### src/sv/hbcu_pkg.sv
// Shared types, constants and helper functions for the heightmap brush cell update.
// Used by every module of the block; depends on nothing.
`timescale 1ns / 1ps

package hbcu_pkg;

  // Fixed point format and field widths
  localparam int FRAC_BITS = 16;
  localparam int OFS_W     = 28;
  localparam int H_W       = 32;
  localparam int NSUM_W    = 36;
  localparam int RAD_W     = 27;
  localparam int RATE_W    = 25;
  localparam int CFG_W     = 32;

  // Distance: squared offset and its integer root, one root bit per stage
  localparam int D2_W       = 2 * OFS_W;
  localparam int ROOT_STEPS = D2_W / 2;

  // Falloff ratio: quotient bits and dividend width
  localparam int T_W   = FRAC_BITS + 1;
  localparam int NUM_W = RAD_W + FRAC_BITS;

  // Neighbour mean: biased sum divided by nine, two quotient bits per stage
  localparam int U9_W       = 40;
  localparam int DIV9_STEPS = U9_W / 2;
  localparam logic [U9_W-1:0] DIV9_BIAS = U9_W'(9) << (NSUM_W - 1);
  localparam logic [U9_W-1:0] Q9_OFS    = U9_W'(1) << (NSUM_W - 1);

  // Weight and blend arithmetic
  localparam logic [T_W-1:0] ONE       = T_W'(1) << FRAC_BITS;
  localparam logic [T_W:0]   THREE_ONE = (T_W + 1)'(3) << FRAC_BITS;
  localparam int PROD_W = RATE_W + T_W;
  localparam int AMT_W  = PROD_W - FRAC_BITS;
  localparam int DIF_W  = H_W + 1;
  localparam int BL_W   = DIF_W + T_W + 1;
  localparam int SAT_W  = 52;

  // Total latency from accepted item to result strobe
  localparam int FRONT_LAT = 2;
  localparam int BLEND_LAT = 6;
  localparam int PIPE_LAT  = FRONT_LAT + ROOT_STEPS + T_W + BLEND_LAT;

  typedef enum logic [1:0] {
    TOOL_RAISE   = 2'd0,
    TOOL_LOWER   = 2'd1,
    TOOL_FLATTEN = 2'd2,
    TOOL_SMOOTH  = 2'd3
  } tool_t;

  typedef enum logic [1:0] {
    CFG_TOOL_MODE      = 2'd0,
    CFG_BRUSH_RADIUS   = 2'd1,
    CFG_STROKE_RATE    = 2'd2,
    CFG_FLATTEN_TARGET = 2'd3
  } cfg_idx_t;

  typedef struct packed {
    tool_t                    tool_mode;
    logic [RAD_W-1:0]         brush_radius;
    logic [RATE_W-1:0]        stroke_rate;
    logic signed [H_W-1:0]    flatten_target;
  } cfg_t;

  typedef struct packed {
    logic signed [OFS_W-1:0]  offset_x;
    logic signed [OFS_W-1:0]  offset_z;
    logic signed [H_W-1:0]    cell_height;
    logic signed [NSUM_W-1:0] neighbour_sum;
  } in_t;

  typedef struct packed {
    logic signed [H_W-1:0]    new_height;
    logic                     inside_brush;
  } out_t;

  // Front end to root pipeline
  typedef struct packed {
    logic                     valid;
    logic                     in_brush;
    logic signed [H_W-1:0]    height;
    logic [D2_W-1:0]          d2;
    logic [U9_W-1:0]          u9;
  } front_t;

  // One stage of the root pipeline
  typedef struct packed {
    logic                     valid;
    logic                     in_brush;
    logic signed [H_W-1:0]    height;
    logic [D2_W-1:0]          rem;
    logic [D2_W-1:0]          root;
    logic [U9_W-1:0]          u9;
    logic [U9_W-1:0]          q9;
    logic [3:0]               r9;
  } root_stg_t;

  // Root pipeline to divider
  typedef struct packed {
    logic                     valid;
    logic                     in_brush;
    logic signed [H_W-1:0]    height;
    logic [ROOT_STEPS-1:0]    radial;
    logic [U9_W-1:0]          q9;
  } root_out_t;

  // One stage of the divider
  typedef struct packed {
    logic                     valid;
    logic                     in_brush;
    logic signed [H_W-1:0]    height;
    logic [U9_W-1:0]          q9;
    logic [NUM_W-1:0]         rem;
    logic [T_W-1:0]           quo;
  } div_stg_t;

  // Divider to blend stages
  typedef struct packed {
    logic                     valid;
    logic                     in_brush;
    logic signed [H_W-1:0]    height;
    logic [U9_W-1:0]          q9;
    logic [T_W-1:0]           t;
  } div_out_t;

  typedef struct packed {
    logic                     in_brush;
    logic signed [H_W-1:0]    height;
  } side_t;

  // One long-division step by nine: returns {quotient bit, remainder}
  function automatic logic [4:0] div9_step(input logic [3:0] rem, input logic b);
    logic [4:0] trial;
    trial = {rem, b};
    if (trial >= 5'd9) begin
      return {1'b1, 4'(trial - 5'd9)};
    end
    return {1'b0, trial[3:0]};
  endfunction

  // Clamp a wide signed value to the height range
  function automatic logic signed [H_W-1:0] sat_h(input logic signed [SAT_W-1:0] x);
    logic signed [SAT_W-1:0] hi;
    logic signed [SAT_W-1:0] lo;
    hi = SAT_W'({1'b0, {(H_W-1){1'b1}}});
    lo = -hi - SAT_W'(1);
    if (x > hi) begin
      return {1'b0, {(H_W-1){1'b1}}};
    end
    if (x < lo) begin
      return {1'b1, {(H_W-1){1'b0}}};
    end
    return H_W'(x);
  endfunction

endpackage

### src/sv/hbcu_cfg.sv
// Configuration register file: tool mode, brush radius, stroke rate, flatten target.
// Depends on hbcu_pkg.
`timescale 1ns / 1ps

module hbcu_cfg
  import hbcu_pkg::*;
(
  input  logic             clk,
  input  logic             rst_n,
  input  logic             cfg_valid,
  input  logic [1:0]       cfg_index,
  input  logic [CFG_W-1:0] cfg_data,
  output logic             cfg_ready,
  output cfg_t             cfg
);

  cfg_t cfg_r;
  cfg_t cfg_nxt;

  // Always ready: a write lands in the register at the edge that accepts it
  assign cfg_ready = 1'b1;
  assign cfg       = cfg_r;

  // Decode the write transaction
  always_comb begin
    cfg_nxt = cfg_r;
    if (cfg_valid) begin
      unique case (cfg_idx_t'(cfg_index))
        CFG_TOOL_MODE:      cfg_nxt.tool_mode      = tool_t'(cfg_data[1:0]);
        CFG_BRUSH_RADIUS:   cfg_nxt.brush_radius   = cfg_data[RAD_W-1:0];
        CFG_STROKE_RATE:    cfg_nxt.stroke_rate    = cfg_data[RATE_W-1:0];
        CFG_FLATTEN_TARGET: cfg_nxt.flatten_target = $signed(cfg_data[H_W-1:0]);
        default:            cfg_nxt = cfg_r;
      endcase
    end
  end

  // Hold the registers, load reset values
  always_ff @(posedge clk) begin
    if (!rst_n) begin
      cfg_r.tool_mode      <= TOOL_RAISE;
      cfg_r.brush_radius   <= RAD_W'(327680);
      cfg_r.stroke_rate    <= RATE_W'(65536);
      cfg_r.flatten_target <= '0;
    end else begin
      cfg_r <= cfg_nxt;
    end
  end

endmodule

### config.mk
export PLATFORM = sky130hd
export DESIGN_NAME = hbcu_cfg
export DESIGN_NICKNAME = d
export VERILOG_FILES = /design/src/sv/hbcu_pkg.sv /design/src/sv/hbcu_cfg.sv
export SDC_FILE = /design/constraint.sdc
export NUM_CORES = 1
export LEC_CHECK = 0
export ABC_CLOCK_PERIOD_IN_PS = 1100
export BUFFER_PORTS_ARGS = -buffer_cell sky130_fd_sc_hd__buf_2
export CAP_MARGIN = 20
export CORE_MARGIN = 4
export CORE_UTILIZATION = 45
export DETAILED_ROUTE_END_ITERATION = 8
export PLACE_DENSITY_LB_ADDON = 0.25
export SYNTH_ARGS = -nofsm -noshare
export SYNTH_HDL_FRONTEND = slang
export SYNTH_SLANG_ARGS = --single-unit
### constraint.sdc
create_clock -name clk -period 1.1 [get_ports clk]
set_input_delay 0.11 -clock clk [delete_from_list [all_inputs] [get_ports clk]]
set_output_delay 0.11 -clock clk [all_outputs]
set_load 0.03 [all_outputs]
==> results.py <==
metrics = {
    "synth": {
        "syn_avg_cell_area_um2": 10.1,
        "yosysSeqAreaShare": 0.534,
        "syn_area_um2": 3220,
        "yosys_warnings": 0,
        "synth_nets": 357,
        "syn_inst": 320,
        "ys_ff_latch": 86,
        "yosysUniqueCellTypes": 17,
    },
    "clock_tree": {
        "path_clk_slew_ps": 80,
        "cts_made_buffers": 9,
        "cts_tree": "done",
        "cts_resized": 0,
        "cts-root-buf": "clkbuf_8",
        "clk_latency_ps": 350,
        "clock_path_buffers": 2,
        "cts_sinks": 86,
        "htreeDepth": 3,
    },
    "sta": {
        "hold_slack_ps": 32.2,
        "rsz0062_at_grt": "no",
        "fin_crit_ps": 1040,
        "setup_tns_ps": 0,
        "hold_viol": 0,
        "finalCritPeriodShare": 0.947,
        "slew_violations": 0,
        "setup_violations": 0,
        "fmax_ghz": 0.959,
        "finalWorstSetupSlack_ps": 57.8,
        "finalClockSkew_ps": 0,
    },
    "worst_setup_path": {
        "cp-end-kind": "primary output",
        "critPathKind": "flop to primary output",
        "slowest_stage": "dfxtp_1",
        "cpPeakStageDelay_ps": 370,
        "worst-path-buf-inv": 1,
        "cp_cell_sequence": "buf_2",
        "worstPathMaxFanout": 2,
        "cp_top_family": "flip-flops",
        "cp.arrival_ps": 930,
        "cp.required_ps": 990,
        "cp-start-kind": "flop",
    },
    "routing": {
        "routedWlPerCell_um": 13.8,
        "top_layer": "met4",
        "vias": 2590,
        "drcViolationCount": 0,
        "wirelength_mm": 7.55,
        "wl_met1_mm": 3.24,
        "drt_pass1_iterations": 4,
        "wl_met2_mm": 3.61,
        "viasPerCell": 4.72,
        "drt_iter0_drc": 85,
        "wl_met3_um": 589,
        "ant_nets": 0,
    },
    "global_routing": {
        "antenna_found_initial": 0,
        "grt_pass1_wl_mm": 12.2,
        "grt_pass1_vias": 2544,
        "grt_use_total": 0.180,
        "grt_max_degree": 33,
        "grt_overflow_total": 0,
    },
    "job": {
        "maxCapViolations": 0,
    },
    "place": {
        "place_congestion": 0.730,
        "dp.cells": 527,
        "hpwl_mm": 5.44,
        "place_ws_ps": 68.8,
        "port_buffers": 122,
    },
    "cells_and_area": {
        "area_delta_synth_final_pct": 32.5,
        "diodes": 0,
        "finalNonFillerCells": 549,
        "final_common_cell": "buf_2",
        "final_util": 0.622,
        "layout_common_cells": "buf_2 (121), nand2_1 (115), dfxtp_1 (86)",
        "largest_reg_flops": 86,
        "drive_gt1_frac": 0.336,
        "nets": 485,
        "n_fill_cell": 582,
    },
    "floorplan": {
        "die_area_um2": 8580,
        "die_h_um": 92.6,
        "core_um2": 6870,
        "start_util": 0.469,
        "rows": 30,
        "dieWidth_um": 92.6,
        "ios": 124,
    },
    "power_and_ir_drop": {
        "p_leak_nw": 2.28,
        "ir_drop_mv": 0.624,
        "power_density_nw_per_um2": 1480,
    },
    "outcome": {
        "outcome": "finished, final reports clean",
    },
    "min_path": {
        "hp-class": "input pin to flop",
    },
}
[layer usage]
metal | vias up | track usage
met5 | - | 0
met4 | 0 | 0.0659
met3 | 10 | 0.0650
met2 | 80 | 0.290
met1 | 1198 | 0.221
li1 | 1302 | -
[timing repair]
item	4_1_cts	5_1_grt
endpoints found under the hold margin	6	0
buffers inserted	0	0
hold buffers	6	0
[cell usage after synthesis]
cell | n | area share
nand2_1 | 115 | 0.13
dfxtp_1 | 86 | 0.53
mux2i_1 | 85 | 0.26
buf_2 | 8 | 0.012
buf_6 | 5 | 0.017
clkbuf_1 | 5 | 0.0058
buf_4 | 4 | 0.0093
nor2b_1 | 3 | 0.0058
and3b_1 | 1 | 0.0027
buf_1 | 1 | 0.0012
conb_1 | 1 | 0.0012
inv_1 | 1 | 0.0012
nand3_1 | 1 | 0.0016
nand3b_1 | 1 | 0.0023
nand4b_1 | 1 | 0.0027
nor3b_1 | 1 | 0.0023
o211ai_1 | 1 | 0.0023
[path summary, 6_finish.rpt]
kind	from	end	slack [ps]	depth (start not counted)
worst max-delay path	cfg[67]	cfg[67]	60	1
worst min-delay path	cfg_data[26]	cfg[83]	30	3
worst max register to register	cfg[75]	cfg[75]	470	2
worst min register to register	cfg[45]	cfg[45]	460	2
[kinds of logic (layout without fill, tap and decap cells)]
kind of cell | Yosys count | after routing | synth area share
simple gates | 123 | 123 | 0.151
flops | 86 | 86 | 0.534
mux | 85 | 85 | 0.264
buf+inv | 24 | 157 | 0.0473
other cells | 1 | 1 | 0.00116
compound gates | 1 | 1 | 0.00233
[tightest hold or removal path, cell delays in order]
cell and delay [ps]:
buf_2 100, nand2_1 70, mux2i_1 60
[where the power goes]
part,internal (mW),switching [mW],total (mW)
Combinational,0.302,0.511,0.813
Sequential,3.22,0.0572,3.28
Clock,1.12,1.12,2.24
Total,4.65,1.69,6.34
[cell type report]
class	count	area [um2]	share of cell area
tap	96	120	0.0281
clock inverter	6	68.8	0.0161
inverter	1	3.75	0.000879
sequential	86	1720	0.403
multi-input combinational	210	1360	0.318
clock buffer	10	138	0.0322
timing repair buffer	140	863	0.202
[through the flow]
step / total power, mW / cell area, um2
floorplan: 3.87 / 3220
global placement: 4.14 / 4010
detailed placement: 4.16 / 4010
CTS: 6.41 / 4270
global route: 6.60 / 4270
finish: 6.34 / 4270
No activity file was read; power rests on OpenSTA's default activity.
