[config.mk]
export PLATFORM = sky130hd
export DESIGN_NAME = hbcu_blend
export DESIGN_NICKNAME = d
export VERILOG_FILES = /design/src/sv/hbcu_pkg.sv /design/src/sv/hbcu_blend.sv
export SDC_FILE = /design/constraint.sdc
export NUM_CORES = 2
export LEC_CHECK = 0
export BUFFER_PORTS_ARGS = -buffer_cell sky130_fd_sc_hd__buf_4
export CAP_MARGIN = 10
export CORE_MARGIN = 5
export CORE_UTILIZATION = 40
export CTS_CLUSTER_DIAMETER = 50
export DETAILED_ROUTE_END_ITERATION = 10
export REMOVE_ABC_BUFFERS = 1
export SETUP_SLACK_MARGIN = 0.15
export SYNTH_ARGS = -nofsm -noshare
export SYNTH_HDL_FRONTEND = slang
export SYNTH_SLANG_ARGS = --single-unit
[constraint.sdc]
create_clock -name clk -period 8.3 [get_ports clk]
set_clock_uncertainty 0.05 [all_clocks]
set_input_delay 1.245 -clock clk [delete_from_list [all_inputs] [get_ports clk]]
set_output_delay 1.245 -clock clk [all_outputs]
set_load 0.05 [all_outputs]
[src/sv/hbcu_pkg.sv]
// Shared types, constants and helper functions for the heightmap brush cell update.
// Used by every module of the block; depends on nothing.
`timescale 1ns / 1ps

package hbcu_pkg;

  // Fixed point format and field widths
  localparam int FRAC_BITS = 16;
  localparam int OFS_W     = 28;
  localparam int H_W       = 32;
  localparam int NSUM_W    = 36;
  localparam int RAD_W     = 27;
  localparam int RATE_W    = 25;
  localparam int CFG_W     = 32;

  // Distance: squared offset and its integer root, one root bit per stage
  localparam int D2_W       = 2 * OFS_W;
  localparam int ROOT_STEPS = D2_W / 2;

  // Falloff ratio: quotient bits and dividend width
  localparam int T_W   = FRAC_BITS + 1;
  localparam int NUM_W = RAD_W + FRAC_BITS;

  // Neighbour mean: biased sum divided by nine, two quotient bits per stage
  localparam int U9_W       = 40;
  localparam int DIV9_STEPS = U9_W / 2;
  localparam logic [U9_W-1:0] DIV9_BIAS = U9_W'(9) << (NSUM_W - 1);
  localparam logic [U9_W-1:0] Q9_OFS    = U9_W'(1) << (NSUM_W - 1);

  // Weight and blend arithmetic
  localparam logic [T_W-1:0] ONE       = T_W'(1) << FRAC_BITS;
  localparam logic [T_W:0]   THREE_ONE = (T_W + 1)'(3) << FRAC_BITS;
  localparam int PROD_W = RATE_W + T_W;
  localparam int AMT_W  = PROD_W - FRAC_BITS;
  localparam int DIF_W  = H_W + 1;
  localparam int BL_W   = DIF_W + T_W + 1;
  localparam int SAT_W  = 52;

  // Total latency from accepted item to result strobe
  localparam int FRONT_LAT = 2;
  localparam int BLEND_LAT = 6;
  localparam int PIPE_LAT  = FRONT_LAT + ROOT_STEPS + T_W + BLEND_LAT;

  typedef enum logic [1:0] {
    TOOL_RAISE   = 2'd0,
    TOOL_LOWER   = 2'd1,
    TOOL_FLATTEN = 2'd2,
    TOOL_SMOOTH  = 2'd3
  } tool_t;

  typedef enum logic [1:0] {
    CFG_TOOL_MODE      = 2'd0,
    CFG_BRUSH_RADIUS   = 2'd1,
    CFG_STROKE_RATE    = 2'd2,
    CFG_FLATTEN_TARGET = 2'd3
  } cfg_idx_t;

  typedef struct packed {
    tool_t                    tool_mode;
    logic [RAD_W-1:0]         brush_radius;
    logic [RATE_W-1:0]        stroke_rate;
    logic signed [H_W-1:0]    flatten_target;
  } cfg_t;

  typedef struct packed {
    logic signed [OFS_W-1:0]  offset_x;
    logic signed [OFS_W-1:0]  offset_z;
    logic signed [H_W-1:0]    cell_height;
    logic signed [NSUM_W-1:0] neighbour_sum;
  } in_t;

  typedef struct packed {
    logic signed [H_W-1:0]    new_height;
    logic                     inside_brush;
  } out_t;

  // Front end to root pipeline
  typedef struct packed {
    logic                     valid;
    logic                     in_brush;
    logic signed [H_W-1:0]    height;
    logic [D2_W-1:0]          d2;
    logic [U9_W-1:0]          u9;
  } front_t;

  // One stage of the root pipeline
  typedef struct packed {
    logic                     valid;
    logic                     in_brush;
    logic signed [H_W-1:0]    height;
    logic [D2_W-1:0]          rem;
    logic [D2_W-1:0]          root;
    logic [U9_W-1:0]          u9;
    logic [U9_W-1:0]          q9;
    logic [3:0]               r9;
  } root_stg_t;

  // Root pipeline to divider
  typedef struct packed {
    logic                     valid;
    logic                     in_brush;
    logic signed [H_W-1:0]    height;
    logic [ROOT_STEPS-1:0]    radial;
    logic [U9_W-1:0]          q9;
  } root_out_t;

  // One stage of the divider
  typedef struct packed {
    logic                     valid;
    logic                     in_brush;
    logic signed [H_W-1:0]    height;
    logic [U9_W-1:0]          q9;
    logic [NUM_W-1:0]         rem;
    logic [T_W-1:0]           quo;
  } div_stg_t;

  // Divider to blend stages
  typedef struct packed {
    logic                     valid;
    logic                     in_brush;
    logic signed [H_W-1:0]    height;
    logic [U9_W-1:0]          q9;
    logic [T_W-1:0]           t;
  } div_out_t;

  typedef struct packed {
    logic                     in_brush;
    logic signed [H_W-1:0]    height;
  } side_t;

  // One long-division step by nine: returns {quotient bit, remainder}
  function automatic logic [4:0] div9_step(input logic [3:0] rem, input logic b);
    logic [4:0] trial;
    trial = {rem, b};
    if (trial >= 5'd9) begin
      return {1'b1, 4'(trial - 5'd9)};
    end
    return {1'b0, trial[3:0]};
  endfunction

  // Clamp a wide signed value to the height range
  function automatic logic signed [H_W-1:0] sat_h(input logic signed [SAT_W-1:0] x);
    logic signed [SAT_W-1:0] hi;
    logic signed [SAT_W-1:0] lo;
    hi = SAT_W'({1'b0, {(H_W-1){1'b1}}});
    lo = -hi - SAT_W'(1);
    if (x > hi) begin
      return {1'b0, {(H_W-1){1'b1}}};
    end
    if (x < lo) begin
      return {1'b1, {(H_W-1){1'b0}}};
    end
    return H_W'(x);
  endfunction

endpackage

[src/sv/hbcu_blend.sv]
// Back end: smoothstep weight, stroke amount and blend factor, then the tool update
// with saturation, over six register stages. Depends on hbcu_pkg.
`timescale 1ns / 1ps

module hbcu_blend
  import hbcu_pkg::*;
(
  input  logic     clk,
  input  logic     rst_n,
  input  div_out_t div_out,
  input  cfg_t     cfg,
  output logic     out_valid,
  output out_t     out_data
);

  logic [BLEND_LAT-1:0] v_r;
  side_t                s1_r, s2_r, s3_r, s4_r, s5_r;
  logic [U9_W-1:0]      q1_r, q2_r, q3_r;

  logic [2*T_W-1:0]       tt;
  logic [T_W-1:0]         t2_r;
  logic [T_W:0]           m_r;
  logic [2*T_W:0]         wp;
  logic [T_W-1:0]         w_r;
  logic [PROD_W-1:0]      prod_nxt;
  logic [PROD_W-1:0]      prod_r;
  logic [PROD_W-1:0]      fsh;
  logic [T_W-1:0]         f_nxt;
  logic [T_W-1:0]         f_r;
  logic [AMT_W-1:0]       amt_r;
  logic signed [U9_W:0]   q9s;
  logic signed [H_W-1:0]  goal;
  logic signed [DIF_W-1:0] diff_r;
  logic signed [SAT_W-1:0] up;
  logic signed [SAT_W-1:0] dn;
  logic signed [H_W-1:0]  rl_r;
  logic signed [BL_W-1:0] bl_nxt;
  logic signed [BL_W-1:0] bl_r;
  logic signed [H_W-1:0]  blended;
  out_t                   out_nxt;
  out_t                   out_r;

  // Stage 1: t squared and 3 - 2t
  always_comb tt = div_out.t * div_out.t;

  always_ff @(posedge clk) begin
    t2_r <= tt[FRAC_BITS +: T_W];
    m_r  <= THREE_ONE - {div_out.t, 1'b0};
    s1_r <= '{in_brush: div_out.in_brush, height: div_out.height};
    q1_r <= div_out.q9;
  end

  // Stage 2: smoothstep weight
  always_comb wp = t2_r * m_r;

  always_ff @(posedge clk) begin
    w_r  <= wp[FRAC_BITS +: T_W];
    s2_r <= s1_r;
    q2_r <= q1_r;
  end

  // Stage 3: stroke rate times weight
  always_comb prod_nxt = cfg.stroke_rate * w_r;

  always_ff @(posedge clk) begin
    prod_r <= prod_nxt;
    s3_r   <= s2_r;
    q3_r   <= q2_r;
  end

  // Stage 4: amount, capped blend factor, distance to the goal
  always_comb begin
    fsh = prod_r >> (FRAC_BITS + 2);
    if (fsh > PROD_W'(ONE)) begin
      f_nxt = ONE;
    end else begin
      f_nxt = T_W'(fsh);
    end
    q9s = $signed({1'b0, q3_r}) - $signed({1'b0, Q9_OFS});
    if (cfg.tool_mode == TOOL_FLATTEN) begin
      goal = cfg.flatten_target;
    end else begin
      goal = sat_h(SAT_W'(q9s));
    end
  end

  always_ff @(posedge clk) begin
    amt_r  <= prod_r[PROD_W-1:FRAC_BITS];
    f_r    <= f_nxt;
    diff_r <= DIF_W'(goal) - DIF_W'(s3_r.height);
    s4_r   <= s3_r;
  end

  // Stage 5: blend product and saturated raise or lower
  always_comb begin
    bl_nxt = diff_r * $signed({1'b0, f_r});
    up     = SAT_W'(s4_r.height) + SAT_W'($signed({1'b0, amt_r}));
    dn     = SAT_W'(s4_r.height) - SAT_W'($signed({1'b0, amt_r}));
  end

  always_ff @(posedge clk) begin
    bl_r <= bl_nxt;
    rl_r <= (cfg.tool_mode == TOOL_LOWER) ? sat_h(dn) : sat_h(up);
    s5_r <= s4_r;
  end

  // Stage 6: pick the tool result, pass outside cells through
  always_comb begin
    blended = sat_h(SAT_W'(s5_r.height) + SAT_W'(bl_r >>> FRAC_BITS));
    out_nxt.inside_brush = s5_r.in_brush;
    out_nxt.new_height   = s5_r.height;
    if (s5_r.in_brush) begin
      case (cfg.tool_mode) inside
        TOOL_RAISE, TOOL_LOWER: out_nxt.new_height = rl_r;
        default:                out_nxt.new_height = blended;
      endcase
    end
  end

  always_ff @(posedge clk) begin
    out_r <= out_nxt;
  end

  // Valid bits travel with the stages
  always_ff @(posedge clk) begin
    if (!rst_n) begin
      v_r <= '0;
    end else begin
      v_r <= {v_r[BLEND_LAT-2:0], div_out.valid};
    end
  end

  assign out_valid = v_r[BLEND_LAT-1];
  assign out_data  = out_r;

endmodule

==> results_dict.tcl <==
set metrics [dict create \
    worst_pin_slew_ns 1.27 \
    port_buffers 185 \
    arrival_ns 8.36 \
    syn_area_um2 67700 \
    synth_top_area_share_pct 38.2 \
    grt_max_degree 34 \
    final.setup.worst_slack_ns 0.503 \
    clkSinkCount 544 \
    async_flop_share_pct 0 \
    status "finished, final reports clean" \
    grt_antenna_before_repair 7 \
    finalCritPeriodShare_pct 93.9 \
    synthCells 7419 \
    grt_use_total_pct 20.3 \
    ys_seq_area_share_pct 16.1 \
    whs_path_depth 0 \
    r2r_slack_ns 0.50 \
    place_ws_ns 0.339 \
    hold_class "reg -> reg" \
    gp_congestion 0.897 \
    fillers 16500 \
    core_area_um2 169000 \
    postSynthAreaPerCell_um2 9.13 \
    ys_types 85 \
    htreeDepth 3 \
    synth.top_cells.by_area "fa_1 38%, dfxtp_1 16%, ha_1 10%" \
    die_area_um2 178000 \
    grt_pass1_wl_mm 289 \
    drc_errors 0 \
    rsz0062_at_grt "no" \
    die_w_um 422 \
    synth_seq_cells 544 \
    drv_cap 0 \
    cts_root_buf "clkbuf_16" \
    critPathMaxFanout 17 \
    ys.flop_type "dfxtp_1" \
    start_util_pct 40.1 \
    layout-area-overhead-vs-synth_pct 9.79 \
    seqCellArea_um2 10900 \
    ff2ff_path_depth 22 \
    drtAntennaViolNets 0 \
    finalHoldViolations 0 \
    setup_tns_ns 0 \
    relSlewSlack_pct 15.1 \
    startpoint_type "flip-flop" \
    cts_resized 0 \
    nNetsFinal 9536 \
    dr.first_iter.drc_count 2841 \
    setup_viol 0 \
    dp_hpwl_mm 145 \
    drv_slew 0 \
    drt_pass1_iterations 6 \
    critPathKind "reg -> reg" \
    vias 48500 \
    grt_pass1_vias 52400 \
    tritoncts "built" \
    yosysTopAreaCell "fa_1" \
    drive_above_1_share_pct 6.32 \
    rows 151 \
    cts_setup_buffers 0 \
    period_needed_ns 7.80 \
    io_pins 213 \
    multi_input_area_um2 49300 \
    cp-end-kind "flip-flop" \
    synth_edf_count 0 \
    grt_overflow 0 \
    synth_warnings 0 \
    die_h_um 422 \
    wl_mm 177 \
    clk_pin_slew_worst_paths_ns 0.06 \
    wl_per_cell_um 18.1 \
    ctsLongestPathBuffers 3 \
    required_ns 8.86 \
    vias_per_cell 4.96 \
    cts_buffers 71 \
    cts_hold_buf 0 \
    clock_latency_ns 0.67 \
    fmax_mhz 128 \
]
==> synth_stat cells, types with 23 or more instances <==
| cell | count |
|---|---|
| inv_1 | 1724 |
| fa_1 | 1292 |
| nand2_1 | 1006 |
| ha_1 | 556 |
| dfxtp_1 | 544 |
| and2_1 | 516 |
| clkbuf_1 | 272 |
| a21oi_1 | 270 |
| nor2_1 | 229 |
| xnor2_1 | 148 |
| a21o_1 | 91 |
| o21ai_0 | 88 |
| xor2_1 | 62 |
| nor3_1 | 54 |
| nand3_1 | 39 |
| o21a_1 | 39 |
| nor2b_1 | 35 |
| nand4_1 | 31 |
| and3_1 | 30 |
| nand2b_1 | 29 |
| a31oi_1 | 27 |
| a211oi_1 | 24 |
| o211ai_1 | 23 |
==> worst max-delay path, cell delays in order (launching register included) <==
cell and delay [ns]:
dfxtp_1 0.87, buf_4 0.38, nand2_1 0.12, fa_1 0.57
inv_1 0.06, fa_1 0.51, fa_1 0.56, fa_1 0.46
fa_1 0.49, inv_1 0.05, fa_1 0.50, inv_1 0.05
ha_1 0.38, a21o_1 0.20, a21o_1 0.17, a21oi_1 0.21
nand3_1 0.14, nor3_1 0.40, a2111oi_0 0.30, o41a_1 0.47
and4_1 0.22, a2111oi_1 0.43, xnor2_1 0.16
==> state kept, by name, indices dropped and copies added (netlist names), 32 cells and up <==
name	count
rl_r	32
diff_r	33
out_data	33
s4_r	33
q1_r	40
s2_r	33
s1_r	33
q2_r	40
q3_r	40
s3_r	33
s5_r	32
bl_r	35
==> final timing paths <==
check | end | startpoint
setup / recovery | bl_r[50] | f_r[12]
setup reg to reg | bl_r[50] | f_r[12]
hold reg to reg | q3_r[29] | q2_r[29]
hold / removal | q3_r[29] | q2_r[29]
==> cells by family (layout without fill, tap and decap cells) <==
logic type      Yosys count  after routing  synth area share, %
other cells               0              3                    0
compound gates          724            724                 6.94
mux                       6              6               0.0924
fa+ha+maj              1848           1848                 48.5
xor+xnor                210            210                 2.72
simple gates           2067           2067                 14.5
buf+inv                2020           2168                 11.2
flops                   544            544                 16.1
==> cell type report <==
type	instances	share of cell area, %
well taps	2218	3.73
clock buffers	85	2.57
inverters	1728	8.72
clock inverters	46	0.951
repair buffers	309	3.15
flip-flops and latches	544	14.6
multi-input cells	4855	66.2
diodes	3	0.0101
==> per-layer routing <==
| metal | global-route usage (%) | vias up | share of wire [%] |
|---|---|---|---|
| met5 | 0 | - | 0 |
| met4 | 4.75 | 0 | 2.2 |
| met3 | 3.58 | 203 | 6.4 |
| met2 | 34.0 | 1334 | 48 |
| met1 | 27.7 | 24500 | 44 |
| li1 | - | 22400 | - |
==> placed cells by master (no fill, tap or decap), types with 17 or more instances in the layout <==
master | Yosys | layout
a211oi_1 | 24 | 24
xnor2_1 | 148 | 148
nor4_1 | 21 | 21
and2_1 | 516 | 516
o21bai_1 | 22 | 22
a21o_1 | 91 | 91
nand4_1 | 31 | 31
o211ai_1 | 23 | 23
or2_2 | 17 | 17
inv_1 | 1724 | 1724
buf_4 | 3 | 307
nor2_1 | 229 | 229
a21oi_1 | 270 | 269
fa_1 | 1292 | 1292
ha_1 | 556 | 556
xor2_1 | 62 | 62
or3_1 | 22 | 22
a31oi_1 | 27 | 26
nor3_1 | 54 | 54
clkbuf_16 | 0 | 71
and3_1 | 30 | 30
nand2b_1 | 29 | 28
nand3_1 | 39 | 39
nand2_1 | 1006 | 1006
o21ai_0 | 88 | 87
nor2b_1 | 35 | 35
o21a_1 | 39 | 39
o22ai_1 | 18 | 18
dfxtp_1 | 544 | 544
==> per-stage QoR <==
stage / area (um^2) / std cells / util, % / hold WS, ns
global route: 74400 / 9786 / 44.0 / 0.222
global placement: 71700 / 9654 / 42.5 / 0.260
CTS: 74400 / 9785 / 44.0 / 0.212
detailed placement: 71700 / 9654 / 42.5 / 0.262
floorplan: 66600 / 7127 / - / 0.260
finish: 74400 / 9788 / 44.0 / 0.215
Power is left out: the tool's default activity adds up to more than one toggle a clock period on the data nets, which glitch-free logic cannot reach.
